`src/rtl/cbc_pkg.sv`:
```
// Shared types, constants and register codes for the collision barrier chain.
package cbc_pkg;

   typedef struct packed {
      logic signed [31:0] pos_x;
      logic signed [31:0] pos_y;
      logic signed [31:0] pos_z;
      logic signed [31:0] vel_x;
      logic signed [31:0] vel_y;
      logic signed [31:0] vel_z;
      logic [30:0]        thrust;
      logic [47:0]        rot_row0;
      logic [47:0]        rot_row1;
      logic [47:0]        rot_row2;
   } cbc_req_type;

   typedef struct packed {
      logic signed [63:0] barrier_value;
      logic signed [63:0] psi_one;
      logic signed [63:0] psi_two;
      logic signed [63:0] lie_drift;
      logic signed [63:0] coef_thrust_rate;
      logic signed [63:0] coef_rate_one;
      logic signed [63:0] coef_rate_two;
      logic signed [63:0] body_rel_x;
      logic signed [63:0] body_rel_y;
      logic signed [63:0] body_rel_z;
      logic               saturated;
   } cbc_rsp_type;

   // Q32.32 number with its clip mark
   typedef struct packed {
      logic signed [63:0] value;
      logic               clip;
   } cbc_num_type;

   localparam logic [63:0] Q_TWO     = 64'h0000_0002_0000_0000;
   localparam logic [63:0] Q_SIX     = 64'h0000_0006_0000_0000;
   localparam logic [63:0] Q_GRAVITY = 64'd42133629174;
   localparam logic [63:0] Q_MAX     = 64'h7FFF_FFFF_FFFF_FFFF;
   localparam logic [63:0] Q_MIN     = 64'h8000_0000_0000_0000;

   localparam logic [2:0] CSR_OBS_X    = 3'd0;
   localparam logic [2:0] CSR_OBS_Y    = 3'd1;
   localparam logic [2:0] CSR_OBS_Z    = 3'd2;
   localparam logic [2:0] CSR_CLEAR    = 3'd3;
   localparam logic [2:0] CSR_GAIN_1   = 3'd4;
   localparam logic [2:0] CSR_GAIN_2   = 3'd5;
   localparam logic [2:0] CSR_INV_MASS = 3'd6;
   localparam logic [2:0] CSR_CYL      = 3'd7;

   // edges from start transfer to strobe transfer
   localparam int RSP_LAT = 33;

endpackage

```
`src/rtl/cbc_sadd.sv`:
```
// Registered saturating 64-bit add or subtract.
module cbc_sadd import cbc_pkg::*; (
   input  logic        clock,
   input  logic [63:0] op_a,
   input  logic [63:0] op_b,
   input  logic        subtract,
   output cbc_num_type sum
);

   logic [64:0] raw_in;
   logic        ovf_in;
   cbc_num_type sum_ff;

   always_comb begin
      raw_in = subtract ? ({op_a[63], op_a} - {op_b[63], op_b})
                        : ({op_a[63], op_a} + {op_b[63], op_b});
      ovf_in = raw_in[64] ^ raw_in[63];
   end

   always_ff @(posedge clock) begin
      sum_ff.clip  <= ovf_in;
      sum_ff.value <= ovf_in ? (raw_in[64] ? Q_MIN : Q_MAX) : raw_in[63:0];
   end

   assign sum = sum_ff;

endmodule

```
`config.mk`:
```
export PLATFORM = sky130hd
export DESIGN_NAME = cbc_sadd
export DESIGN_NICKNAME = d
export VERILOG_FILES = /design/src/rtl/cbc_pkg.sv /design/src/rtl/cbc_sadd.sv
export SDC_FILE = /design/constraint.sdc
export NUM_CORES = 1
export LEC_CHECK = 0
export ABC_AREA = 1
export BUFFER_PORTS_ARGS = -buffer_cell sky130_fd_sc_hd__buf_2
export CORE_MARGIN = 10
export CORE_UTILIZATION = 45
export CTS_BUF_LIST = sky130_fd_sc_hd__clkbuf_16
export DETAILED_ROUTE_END_ITERATION = 16
export PLACE_DENSITY = 0.68
export SLEW_MARGIN = 20
export SYNTH_ARGS = -nofsm -noshare
export SYNTH_HDL_FRONTEND = slang
export SYNTH_SLANG_ARGS = --single-unit
```
`constraint.sdc`:
```
create_clock -name clock -period 4.2 [get_ports clock]
set_clock_uncertainty 0.1 [all_clocks]
set_input_delay 0.42 -clock clock [delete_from_list [all_inputs] [get_ports clock]]
set_output_delay 0.42 -clock clock [all_outputs]
set_load 0.01 [all_outputs]
```
==> run_summary.xml <==
<?xml version="1.0" encoding="UTF-8"?>
<metrics>
  <group name="status">
    <metric name="outcome" unit="">finished clean</metric>
  </group>
  <group name="cells_and_area">
    <metric name="design.final.nets" unit="">2174</metric>
    <metric name="nFillCells" unit="">2213</metric>
    <metric name="flow.area_growth_from_synthesis" unit="%">23.4</metric>
    <metric name="antenna-diode-count" unit="">0</metric>
    <metric name="finalInstanceArea" unit="um2">11600</metric>
    <metric name="drive_gt1_share" unit="%">19.8</metric>
    <metric name="largest_register_ffs" unit="">65</metric>
  </group>
  <group name="placed_design">
    <metric name="dpl_worst_slack" unit="ps">-91.0</metric>
    <metric name="place.detailed.hpwl" unit="um">33400</metric>
    <metric name="port_buffers" unit="">194</metric>
    <metric name="gp_congestion" unit="">0.984</metric>
    <metric name="post_dp_cell_area" unit="um2">11300</metric>
  </group>
  <group name="route">
    <metric name="total_via_count_after_detailed_routing" unit="">11410</metric>
    <metric name="vias_per_cell" unit="">5.07</metric>
    <metric name="iteration_0_drc_markers" unit="">833</metric>
    <metric name="drt_pass1_iterations" unit="">5</metric>
    <metric name="ant_nets" unit="">0</metric>
    <metric name="drt-wirelength-per-cell" unit="um">16.6</metric>
    <metric name="wl" unit="um">37300</metric>
    <metric name="drt_drc_violations_left" unit="">0</metric>
  </group>
  <group name="global_route">
    <metric name="grt_first_pass_wirelength" unit="um">57800</metric>
    <metric name="grt_start_max_net_pins" unit="">55</metric>
    <metric name="overflow" unit="">0</metric>
    <metric name="first_global_vias" unit="">10928</metric>
    <metric name="grt_use_total" unit="%">26.9</metric>
    <metric name="grt_antenna_before_repair" unit="">0</metric>
  </group>
  <group name="timing">
    <metric name="final_hold_viol_count" unit="">0</metric>
    <metric name="slew_violations" unit="">0</metric>
    <metric name="setup_slack" unit="ps">279</metric>
    <metric name="setup-violations-final" unit="">0</metric>
    <metric name="post-route-period-util" unit="%">93.4</metric>
    <metric name="worst_margin_slew" unit="ps">603</metric>
    <metric name="worst_hold_slack" unit="ps">410</metric>
    <metric name="fmaxAchievable" unit="MHz">255</metric>
    <metric name="post-route-min-period" unit="ps">3920</metric>
    <metric name="totalNegativeSetupSlack" unit="ps">0</metric>
    <metric name="timing.max_slew.rel_slack" unit="%">59.4</metric>
  </group>
  <group name="synth">
    <metric name="synth.avg_cell_area" unit="um2">5.54</metric>
    <metric name="synthesized_instance_count" unit="">1702</metric>
    <metric name="synth_top_area_share" unit="%">23.4</metric>
    <metric name="synthArstFlopShare" unit="%">0</metric>
    <metric name="synth_enable_flop_cells" unit="">0</metric>
    <metric name="synth.top_cells.by_area" unit="">nand2_1 (23%), dfxtp_1 (14%), inv_1 (10%)</metric>
    <metric name="synth_warnings" unit="">0</metric>
    <metric name="ys_dominant_reg_cell" unit="">dfxtp_1</metric>
    <metric name="yosys_top_cell_by_area" unit="">nand2_1</metric>
    <metric name="syn-num-nets" unit="">1898</metric>
    <metric name="synth-seq-area-share" unit="%">13.8</metric>
    <metric name="netlist_area" unit="um2">9430</metric>
    <metric name="yosysUniqueCellTypes" unit="">42</metric>
    <metric name="ys_ff_latch" unit="">65</metric>
  </group>
  <group name="setup_path">
    <metric name="critical_path_class" unit="">in -&gt; reg</metric>
    <metric name="start_kind" unit="">primary input</metric>
    <metric name="crit_buf_inv" unit="">4</metric>
    <metric name="crit_required" unit="ps">4300</metric>
    <metric name="crit_path_end_kind" unit="">flop</metric>
    <metric name="cp_cell_sequence" unit="">buf_2 -&gt; nor2_1 -&gt; nand2_1 -&gt; nor2_1 -&gt; nand4_1 -&gt; nor2_1 -&gt; nand4_1 -&gt; xor2_1 -&gt; nand2_1 -&gt; o21ai_0 -&gt; ha_1 -&gt; inv_1 -&gt; nor3_2 -&gt; nand2_1 -&gt; nor2_1 -&gt; and3_1 -&gt; nand2_2 -&gt; nand3_1 -&gt; nand2_4 -&gt; inv_2 -&gt; nand2_4 -&gt; buf_12 -&gt; nand2_1 -&gt; nand2_1</metric>
    <metric name="worst_path_most_repeated_cell" unit="">nand2_1</metric>
    <metric name="crit_path_top_delay_cell" unit="">ha_1</metric>
    <metric name="cpLargestDelayFamily" unit="">simple AND/OR/NAND/NOR gates</metric>
    <metric name="critPathArrivalTime" unit="ps">4020</metric>
    <metric name="crit_path_max_fanout" unit="">20</metric>
    <metric name="cpPeakStageDelay" unit="ps">430</metric>
  </group>
  <group name="floorplan">
    <metric name="num_io_pins" unit="">195</metric>
    <metric name="floorplan.die.height" unit="um">165</metric>
    <metric name="floorplan.die_area" unit="um2">27200</metric>
    <metric name="floorplan.initialDensity" unit="%">46.2</metric>
    <metric name="rows" unit="">52</metric>
    <metric name="floorplan_die_width" unit="um">165</metric>
    <metric name="core_area" unit="um2">20400</metric>
  </group>
  <group name="clock_tree">
    <metric name="clk_path_buf_depth" unit="">2</metric>
    <metric name="clock-root-buffer" unit="">clkbuf_16</metric>
    <metric name="clk_pin_slew" unit="ps">50</metric>
    <metric name="cts_made_buffers" unit="">9</metric>
    <metric name="tritoncts" unit="">built</metric>
    <metric name="htree_levels" unit="">3</metric>
    <metric name="clock-sinks" unit="">65</metric>
  </group>
  <group name="power_and_ir_drop">
    <metric name="p_leak" unit="nW">6.49</metric>
    <metric name="total_power_consumption" unit="mW">3.92</metric>
    <metric name="vdd_ir_drop_max" unit="mV">0.204</metric>
    <metric name="power-per-cell-area" unit="nW/um2">337</metric>
  </group>
  <group name="hold_path">
    <metric name="hold_end" unit="">sum[1]</metric>
    <metric name="worst_hold_path_type" unit="">in -&gt; reg</metric>
    <metric name="min-delay-start" unit="">op_a[0]</metric>
    <metric name="hold_depth" unit="">4</metric>
  </group>
  <group name="job">
    <metric name="maxCapViolCount" unit="">0</metric>
  </group>
</metrics>
layout by cell type (no fill, tap or decap), types with 10 or more instances in the layout:
master and n:
o21bai_1 24, xnor2_1 23, nand2_1 589, inv_1 257, o21ai_0 56, nand2_2 41, dfxtp_1 65, buf_4 88
nor3_1 22, nor2_1 199, inv_2 10, nand3b_1 17, a21oi_1 81, ha_1 64, buf_2 194, nor2_2 17
nand3_1 68, nand4_1 22, xor2_1 70
logic make-up (layout without fill, tap and decap cells):
| logic type | after synthesis | in the layout | share of synthesized area (%) |
|---|---|---|---|
| AND/OR/NAND/NOR | 1007 | 1007 | 45.8 |
| AO/OA/AOI/OAI | 183 | 183 | 10.9 |
| buffers and inverters | 288 | 567 | 12.1 |
| XOR/XNOR | 93 | 93 | 8.63 |
| flip-flops | 65 | 65 | 13.8 |
| adder cells (fa/ha/maj) | 66 | 66 | 8.83 |
worst max path at each step:
stage	from	to	slack (ps)	cells past startpoint
6_report	op_b[10]	sum[8]	280	24
3_3_place_gp	op_b[3]	sum[10]	-7	28
4_1_cts	op_b[3]	sum[8]	220	28
3_5_place_dp	op_b[3]	sum[8]	-90	28
2_1_floorplan	op_b[1]	sum[29]	460	25
5_1_grt	op_b[0]	sum[8]	-20	27
area by class of cell:
class                   count  area, um2  share of cell area [%]
clock buffers               9        225                    1.93
clock inverters             5       72.6                   0.623
inverters                 268       1010                    8.66
multi-input cells        1349       7000                    60.2
flip-flops and latches     65       1300                    11.2
well taps                 270        338                    2.90
repair buffers            285       1690                    14.5
per-layer routing:
metal | wire length (um) | vias up | global-route usage, %
li1 | - | 5837 | -
met1 | 16900 | 5120 | 37.3
met2 | 16600 | 423 | 43.7
met3 | 3050 | 30 | 3.19
met4 | 645 | 0 | 5.80
met5 | 0 | - | 0
what timing repair did:
item / 4_1_cts / 5_1_grt
buffers inserted: 0 / 1
endpoints found under the setup margin: 0 / 63
gates resized for setup: 0 / 5
hold buffers: 0 / 0
through the flow:
step                cells  util [%]
finish               2251      57.0
global route         2251      57.0
CTS                  2250      56.9
detailed placement   2236      55.4
global placement     2236      55.4
floorplan            1702         -
where the power goes:
| group | leakage (nW) | internal (mW) | total, mW | switching, mW |
|---|---|---|---|---|
| Combinational | 5.80 | 0.838 | 2.25 | 1.41 |
| Sequential | 0.548 | 0.867 | 0.920 | 0.0523 |
| Clock | 0.146 | 0.507 | 0.755 | 0.249 |
| Total | 6.49 | 2.21 | 3.92 | 1.71 |
cells in the mapped netlist, drive strengths merged (3+ instances only):
library cell  count
o21bai           24
nor2            221
dfxtp            65
inv             268
buf              14
nand3b           17
nor3             29
nand3            69
xnor2            23
a21oi            86
xor2             70
nand2           635
o31ai             3
and3              4
clkbuf            6
nor4              6
ha               65
o21ai            63
nand4            22
o211ai            3
No activity file was read; power rests on OpenSTA's default activity.
