## config.mk

```make
export PLATFORM = sky130hd
export DESIGN_NAME = cbc_dot3
export DESIGN_NICKNAME = d
export VERILOG_FILES = /design/src/rtl/cbc_pkg.sv /design/src/rtl/cbc_sadd.sv /design/src/rtl/cbc_dot3.sv
export SDC_FILE = /design/constraint.sdc
export NUM_CORES = 1
export LEC_CHECK = 0
export BUFFER_PORTS_ARGS = -buffer_cell sky130_fd_sc_hd__buf_4
export CORE_UTILIZATION = 57
export DETAILED_ROUTE_END_ITERATION = 7
export HOLD_SLACK_MARGIN = 0.02
export PLACE_DENSITY = 0.79
export SYNTH_ARGS = -nofsm -noshare
export SYNTH_HDL_FRONTEND = slang
export SYNTH_HIERARCHICAL = 1
export SYNTH_SLANG_ARGS = --single-unit
```

## constraint.sdc

```tcl
create_clock -name clock -period 15.3 [get_ports clock]
set_input_delay 2.295 -clock clock [delete_from_list [all_inputs] [get_ports clock]]
set_output_delay 2.295 -clock clock [all_outputs]
set_load 0.02 [all_outputs]
```

## src/rtl/cbc_pkg.sv

```systemverilog
// Shared types, constants and register codes for the collision barrier chain.
package cbc_pkg;

   typedef struct packed {
      logic signed [31:0] pos_x;
      logic signed [31:0] pos_y;
      logic signed [31:0] pos_z;
      logic signed [31:0] vel_x;
      logic signed [31:0] vel_y;
      logic signed [31:0] vel_z;
      logic [30:0]        thrust;
      logic [47:0]        rot_row0;
      logic [47:0]        rot_row1;
      logic [47:0]        rot_row2;
   } cbc_req_type;

   typedef struct packed {
      logic signed [63:0] barrier_value;
      logic signed [63:0] psi_one;
      logic signed [63:0] psi_two;
      logic signed [63:0] lie_drift;
      logic signed [63:0] coef_thrust_rate;
      logic signed [63:0] coef_rate_one;
      logic signed [63:0] coef_rate_two;
      logic signed [63:0] body_rel_x;
      logic signed [63:0] body_rel_y;
      logic signed [63:0] body_rel_z;
      logic               saturated;
   } cbc_rsp_type;

   // Q32.32 number with its clip mark
   typedef struct packed {
      logic signed [63:0] value;
      logic               clip;
   } cbc_num_type;

   localparam logic [63:0] Q_TWO     = 64'h0000_0002_0000_0000;
   localparam logic [63:0] Q_SIX     = 64'h0000_0006_0000_0000;
   localparam logic [63:0] Q_GRAVITY = 64'd42133629174;
   localparam logic [63:0] Q_MAX     = 64'h7FFF_FFFF_FFFF_FFFF;
   localparam logic [63:0] Q_MIN     = 64'h8000_0000_0000_0000;

   localparam logic [2:0] CSR_OBS_X    = 3'd0;
   localparam logic [2:0] CSR_OBS_Y    = 3'd1;
   localparam logic [2:0] CSR_OBS_Z    = 3'd2;
   localparam logic [2:0] CSR_CLEAR    = 3'd3;
   localparam logic [2:0] CSR_GAIN_1   = 3'd4;
   localparam logic [2:0] CSR_GAIN_2   = 3'd5;
   localparam logic [2:0] CSR_INV_MASS = 3'd6;
   localparam logic [2:0] CSR_CYL      = 3'd7;

   // edges from start transfer to strobe transfer
   localparam int RSP_LAT = 33;

endpackage

```

## src/rtl/cbc_sadd.sv

```systemverilog
// Registered saturating 64-bit add or subtract.
module cbc_sadd import cbc_pkg::*; (
   input  logic        clock,
   input  logic [63:0] op_a,
   input  logic [63:0] op_b,
   input  logic        subtract,
   output cbc_num_type sum
);

   logic [64:0] raw_in;
   logic        ovf_in;
   cbc_num_type sum_ff;

   always_comb begin
      raw_in = subtract ? ({op_a[63], op_a} - {op_b[63], op_b})
                        : ({op_a[63], op_a} + {op_b[63], op_b});
      ovf_in = raw_in[64] ^ raw_in[63];
   end

   always_ff @(posedge clock) begin
      sum_ff.clip  <= ovf_in;
      sum_ff.value <= ovf_in ? (raw_in[64] ? Q_MIN : Q_MAX) : raw_in[63:0];
   end

   assign sum = sum_ff;

endmodule

```

## src/rtl/cbc_dot3.sv

```systemverilog
// Two-stage saturating sum of three terms, x then y then z.
module cbc_dot3 import cbc_pkg::*; (
   input  logic        clock,
   input  logic [63:0] term_x,
   input  logic [63:0] term_y,
   input  logic [63:0] term_z,
   output cbc_num_type sum
);

   cbc_num_type part, total;
   logic [63:0] z_ff;
   logic        c1_ff;

   cbc_sadd u_add_xy (.clock, .op_a(term_x), .op_b(term_y), .subtract(1'b0), .sum(part));
   cbc_sadd u_add_z  (.clock, .op_a(part.value), .op_b(z_ff), .subtract(1'b0), .sum(total));

   always_ff @(posedge clock) begin
      z_ff  <= term_z;
      c1_ff <= part.clip;
   end

   assign sum = '{value: total.value, clip: total.clip | c1_ff};

endmodule

```

==> flow_summary_export.csv <==
group,metric,value,unit
layout,fillerInstances,2313,
layout,final_layout_size_suffix_gt1_frac,0.1506,
global_routing,first_global_vias,14277,
layout,final_area,18590,µm²
global_routing,overflow,0,
power_and_ir_drop,leakage,7.781,nW
setup_path,worst_setup_path_end_kind,"flip-flop",
clock_network,clock_tree_from_tritoncts,"built",
clock_network,cts-buffers-inserted,17,
routing,wirelength,45.91,mm
yosys,number_of_enable_flip_flop_cells_after_synthesis,0,
timing,post-route-period-util,0.5246,
placement,postPlaceCellArea,17960,µm²
layout,area.sequential,3904,µm²
yosys,post_synth_inst_count,2029,
timing,layout_setup_ws,7.273,ns
timing,setup-tns-final,0,ns
setup_path,startpoint,"term_y[0]",
die,floorplan.die.width,169.5,µm
timing,rsz0062_at_grt,"false",
placement,detailedPlacementHpwl,37.71,mm
die,row_count,60,
worst_hold_path,number_of_cells_on_the_worst_hold_path,0,
global_routing,grt_first_pass_wirelength,72.87,mm
timing,final_setup_violation_count,0,
timing,worst_slew_margin_rel,0.3776,
yosys,main_synth_ff_type,"sky130_fd_sc_hd__dfxtp_1",
clock_network,clock-sinks,195,
placement,place_worst_setup_slack,7.015,ns
setup_path,timing.critical_path.from_type,"input pin",
timing,max_freq,0.1246,GHz
global_routing,pin_count_of_the_biggest_net_entering_global_routing,66,
clock_network,clk_transition_reported_paths,0.08,ns
clock_network,cts_setup_buffers,0,
timing,timing.final.max_slew_violations,0,
worst_hold_path,hp-class,"flip-flop to flip-flop",
clock_network,postCtsResizedCells,0,
routing,detail-route-antenna-nets,0,
layout,area_of_combinational_cells_with_multiple_inputs,11370,µm²
setup_path,critPathRequiredTime,15.57,ns
setup_path,reg2regPathDepth,22,
setup_path,criticalPathCategory,"input pin to flip-flop",
setup_path,critical_path.reg2reg.endpoint,"u_add_z/sum[1]",
clock_network,clkLatencyLatePin,0.45,ns
status,outcome,"finished clean",
layout,num-nets-final,2543,
clock_network,cts-root-buf,"sky130_fd_sc_hd__clkbuf_16",
yosys,post_synth_num_cell_types,82,
yosys,synth-warning-count,6,
setup_path,worstSetupEndpoint,"u_add_xy/sum[33]",
global_routing,grt_usage,0.3159,
routing,route.detailed.vias_per_inst,5.971,
setup_path,cp.arrival,8.30,ns
die,floorplan.initialDensity,0.5866,
timing,hold_ws,0.3277,ns
die,die_area,28720,µm²
routing,first_pass_iters,5,
routing,dr_total_vias,15542,
routing,drc_errors,0,
yosys,ys_seq_area_frac,0.2442,
layout,commonest_cells_after_routing_fill_and_taps_aside,"272 x sky130_fd_sc_hd__a21oi_1, 262 x sky130_fd_sc_hd__buf_4, 195 x sky130_fd_sc_hd__dfxtp_1, 191 x sky130_fd_sc_hd__nor2_1, 189 x sky130_fd_sc_hd__xnor2_1",
global_routing,antenna_violations_before_repair,0,
run,max_cap_violations,0,
timing,hold_viol,0,
layout,area.growth.synth_to_final,16.28,%
placement,gp_routability_congestion,0.9377,
timing,tightestPinTransition,0.9101,ns
power_and_ir_drop,peakVddDrop,99.36,µV
yosys,synth_area_leader_cell,"sky130_fd_sc_hd__dfxtp_1",
yosys,post-synth-top-area-fraction,0.2442,
clock_network,max-clock-path-buffers,2,
routing,post_drt_wl_per_cell,17.64,µm
routing,number_of_violations_reported_at_the_end_of_detailed_routing_iteration_0,1517,
layout,antenna-diode-count,0,
yosys,total_of_flip_flops_plus_latches_after_synthesis,195,
clock_network,htree_depth,4,
placement,numPortBuffers,257,
die,core_region_area,27250,µm²
layout,leading_cell_type_in_the_layout_fill_and_taps_excluded,"sky130_fd_sc_hd__a21oi_1",
power_and_ir_drop,p_per_area,181.3,nW/µm²
clock_network,cts.hold.buffers_added,0,
timing,finClkSkew,0.02101,ns
timing,finalCriticalPeriod,8.027,ns
setup_path,worst_reg_to_reg_setup_slack,9.22,ns
power_and_ir_drop,tot_pwr,3.371,mW
yosys,netlist_top_cells_area,"sky130_fd_sc_hd__dfxtp_1 24%, sky130_fd_sc_hd__xnor2_1 10%, sky130_fd_sc_hd__ha_1 10%, sky130_fd_sc_hd__a21oi_1 8.5%, sky130_fd_sc_hd__nor2_1 4.5%",
yosys,netlist_area,15990,µm²
die,dieHeight,169.5,µm
yosys,postSynth.asyncResetShare,0,
setup_path,critical_path.reg2reg.startpoint,"z_ff[1]",
yosys,postSynthAreaPerCell,7.879,µm²
die,floorplan.io_pins,258,
setup_path,worst-path-max-fanout,59,
==> where the power goes <==
part           switching (mW)  internal [mW]  total, mW
sequential             0.0967          0.715      0.812
combinational            1.21          0.879       2.09
clock                   0.228          0.238      0.465
==> final cells by class <==
class	count	share of cell area
Inverter	69	0.01393
Sequential cell	195	0.2100
Tap cell	372	0.02504
Clock buffer	17	0.02288
Multi-Input combinational cell	1673	0.6115
Timing Repair Buffer	262	0.1058
Clock inverter	15	0.01084
==> cell families after synthesis <==
kind of cell             after synthesis  share of synthesized area
AO/OA/AOI/OAI                        627                     0.2426
AND/OR/NAND/NOR                      591                     0.1825
XOR/XNOR                             244                     0.1341
adder cells (fa/ha/maj)              199                     0.1462
flip-flops                           195                     0.2442
buffers and inverters                168                    0.04759
multiplexers                           4                   0.002505
other                                  1                  0.0002346
==> how the worst min path moves through the flow <==
stage | start | end | slack (ns)
after floorplan | u_add_xy/sum[0] | c1_ff | 0.31
after detailed placement | u_add_xy/sum[0] | c1_ff | 0.31
final | u_add_xy/sum[0] | c1_ff | 0.33
after CTS | u_add_xy/sum[0] | c1_ff | 0.33
after global placement | u_add_xy/sum[0] | c1_ff | 0.31
after global routing | u_add_xy/sum[0] | c1_ff | 0.36
==> flip-flops by register name (all words and copies together), names as in the netlist <==
register	count
u_add_z/sum	65
z_ff	64
u_add_xy/sum	65
c1_ff	1
==> critical path, cell delays in order <==
cell and delay [ns]:
sky130_fd_sc_hd__buf_4 0.14, sky130_fd_sc_hd__inv_1 0.05, sky130_fd_sc_hd__ha_1 0.17, sky130_fd_sc_hd__or4b_1 0.59
sky130_fd_sc_hd__nor4_4 0.43, sky130_fd_sc_hd__nand2b_2 0.23, sky130_fd_sc_hd__nor3_1 0.63, sky130_fd_sc_hd__and3_1 0.30
sky130_fd_sc_hd__a21oi_1 0.09, sky130_fd_sc_hd__xnor2_1 0.13, sky130_fd_sc_hd__ha_1 0.39, sky130_fd_sc_hd__a21o_1 0.21
sky130_fd_sc_hd__a21o_1 0.18, sky130_fd_sc_hd__a21oi_1 0.21, sky130_fd_sc_hd__o221a_2 0.24, sky130_fd_sc_hd__o21ai_0 0.10
sky130_fd_sc_hd__a221o_1 0.39, sky130_fd_sc_hd__or4b_1 0.59, sky130_fd_sc_hd__a31oi_4 0.19, sky130_fd_sc_hd__buf_4 0.49
sky130_fd_sc_hd__o21ai_0 0.21
==> stage by stage <==
stage | instances | utilization
after floorplan | 2036 | -
after global placement | 2571 | 0.6591
after detailed placement | 2571 | 0.6591
after CTS | 2603 | 0.6821
after global routing | 2603 | 0.6821
final | 2603 | 0.6821
==> synthesized netlist by cell type, types with 18 or more instances <==
cell	n
sky130_fd_sc_hd__clkbuf_1	64
sky130_fd_sc_hd__nand3_1	28
sky130_fd_sc_hd__xor2_1	53
sky130_fd_sc_hd__nand2_1	137
sky130_fd_sc_hd__inv_1	69
sky130_fd_sc_hd__maj3_1	67
sky130_fd_sc_hd__a211oi_1	18
sky130_fd_sc_hd__a31oi_1	27
sky130_fd_sc_hd__nor4_1	24
sky130_fd_sc_hd__o31ai_1	21
sky130_fd_sc_hd__o21a_1	18
sky130_fd_sc_hd__nand4_1	43
sky130_fd_sc_hd__nor2_1	191
sky130_fd_sc_hd__xnor2_1	190
sky130_fd_sc_hd__o21ai_0	89
sky130_fd_sc_hd__ha_1	130
sky130_fd_sc_hd__a21o_1	51
sky130_fd_sc_hd__a21oi_1	272
sky130_fd_sc_hd__nor3_1	61
sky130_fd_sc_hd__o21bai_1	35
sky130_fd_sc_hd__dfxtp_1	195
==> routing by layer <==
layer	vias up	part of all wire	track usage
li1	7692	-	-
met1	7117	0.48	0.4604
met2	674	0.43	0.4886
met3	59	0.063	0.03125
met4	0	0.025	0.09597
met5	-	0	0
Note: power is estimated with default switching activity, not from simulation.
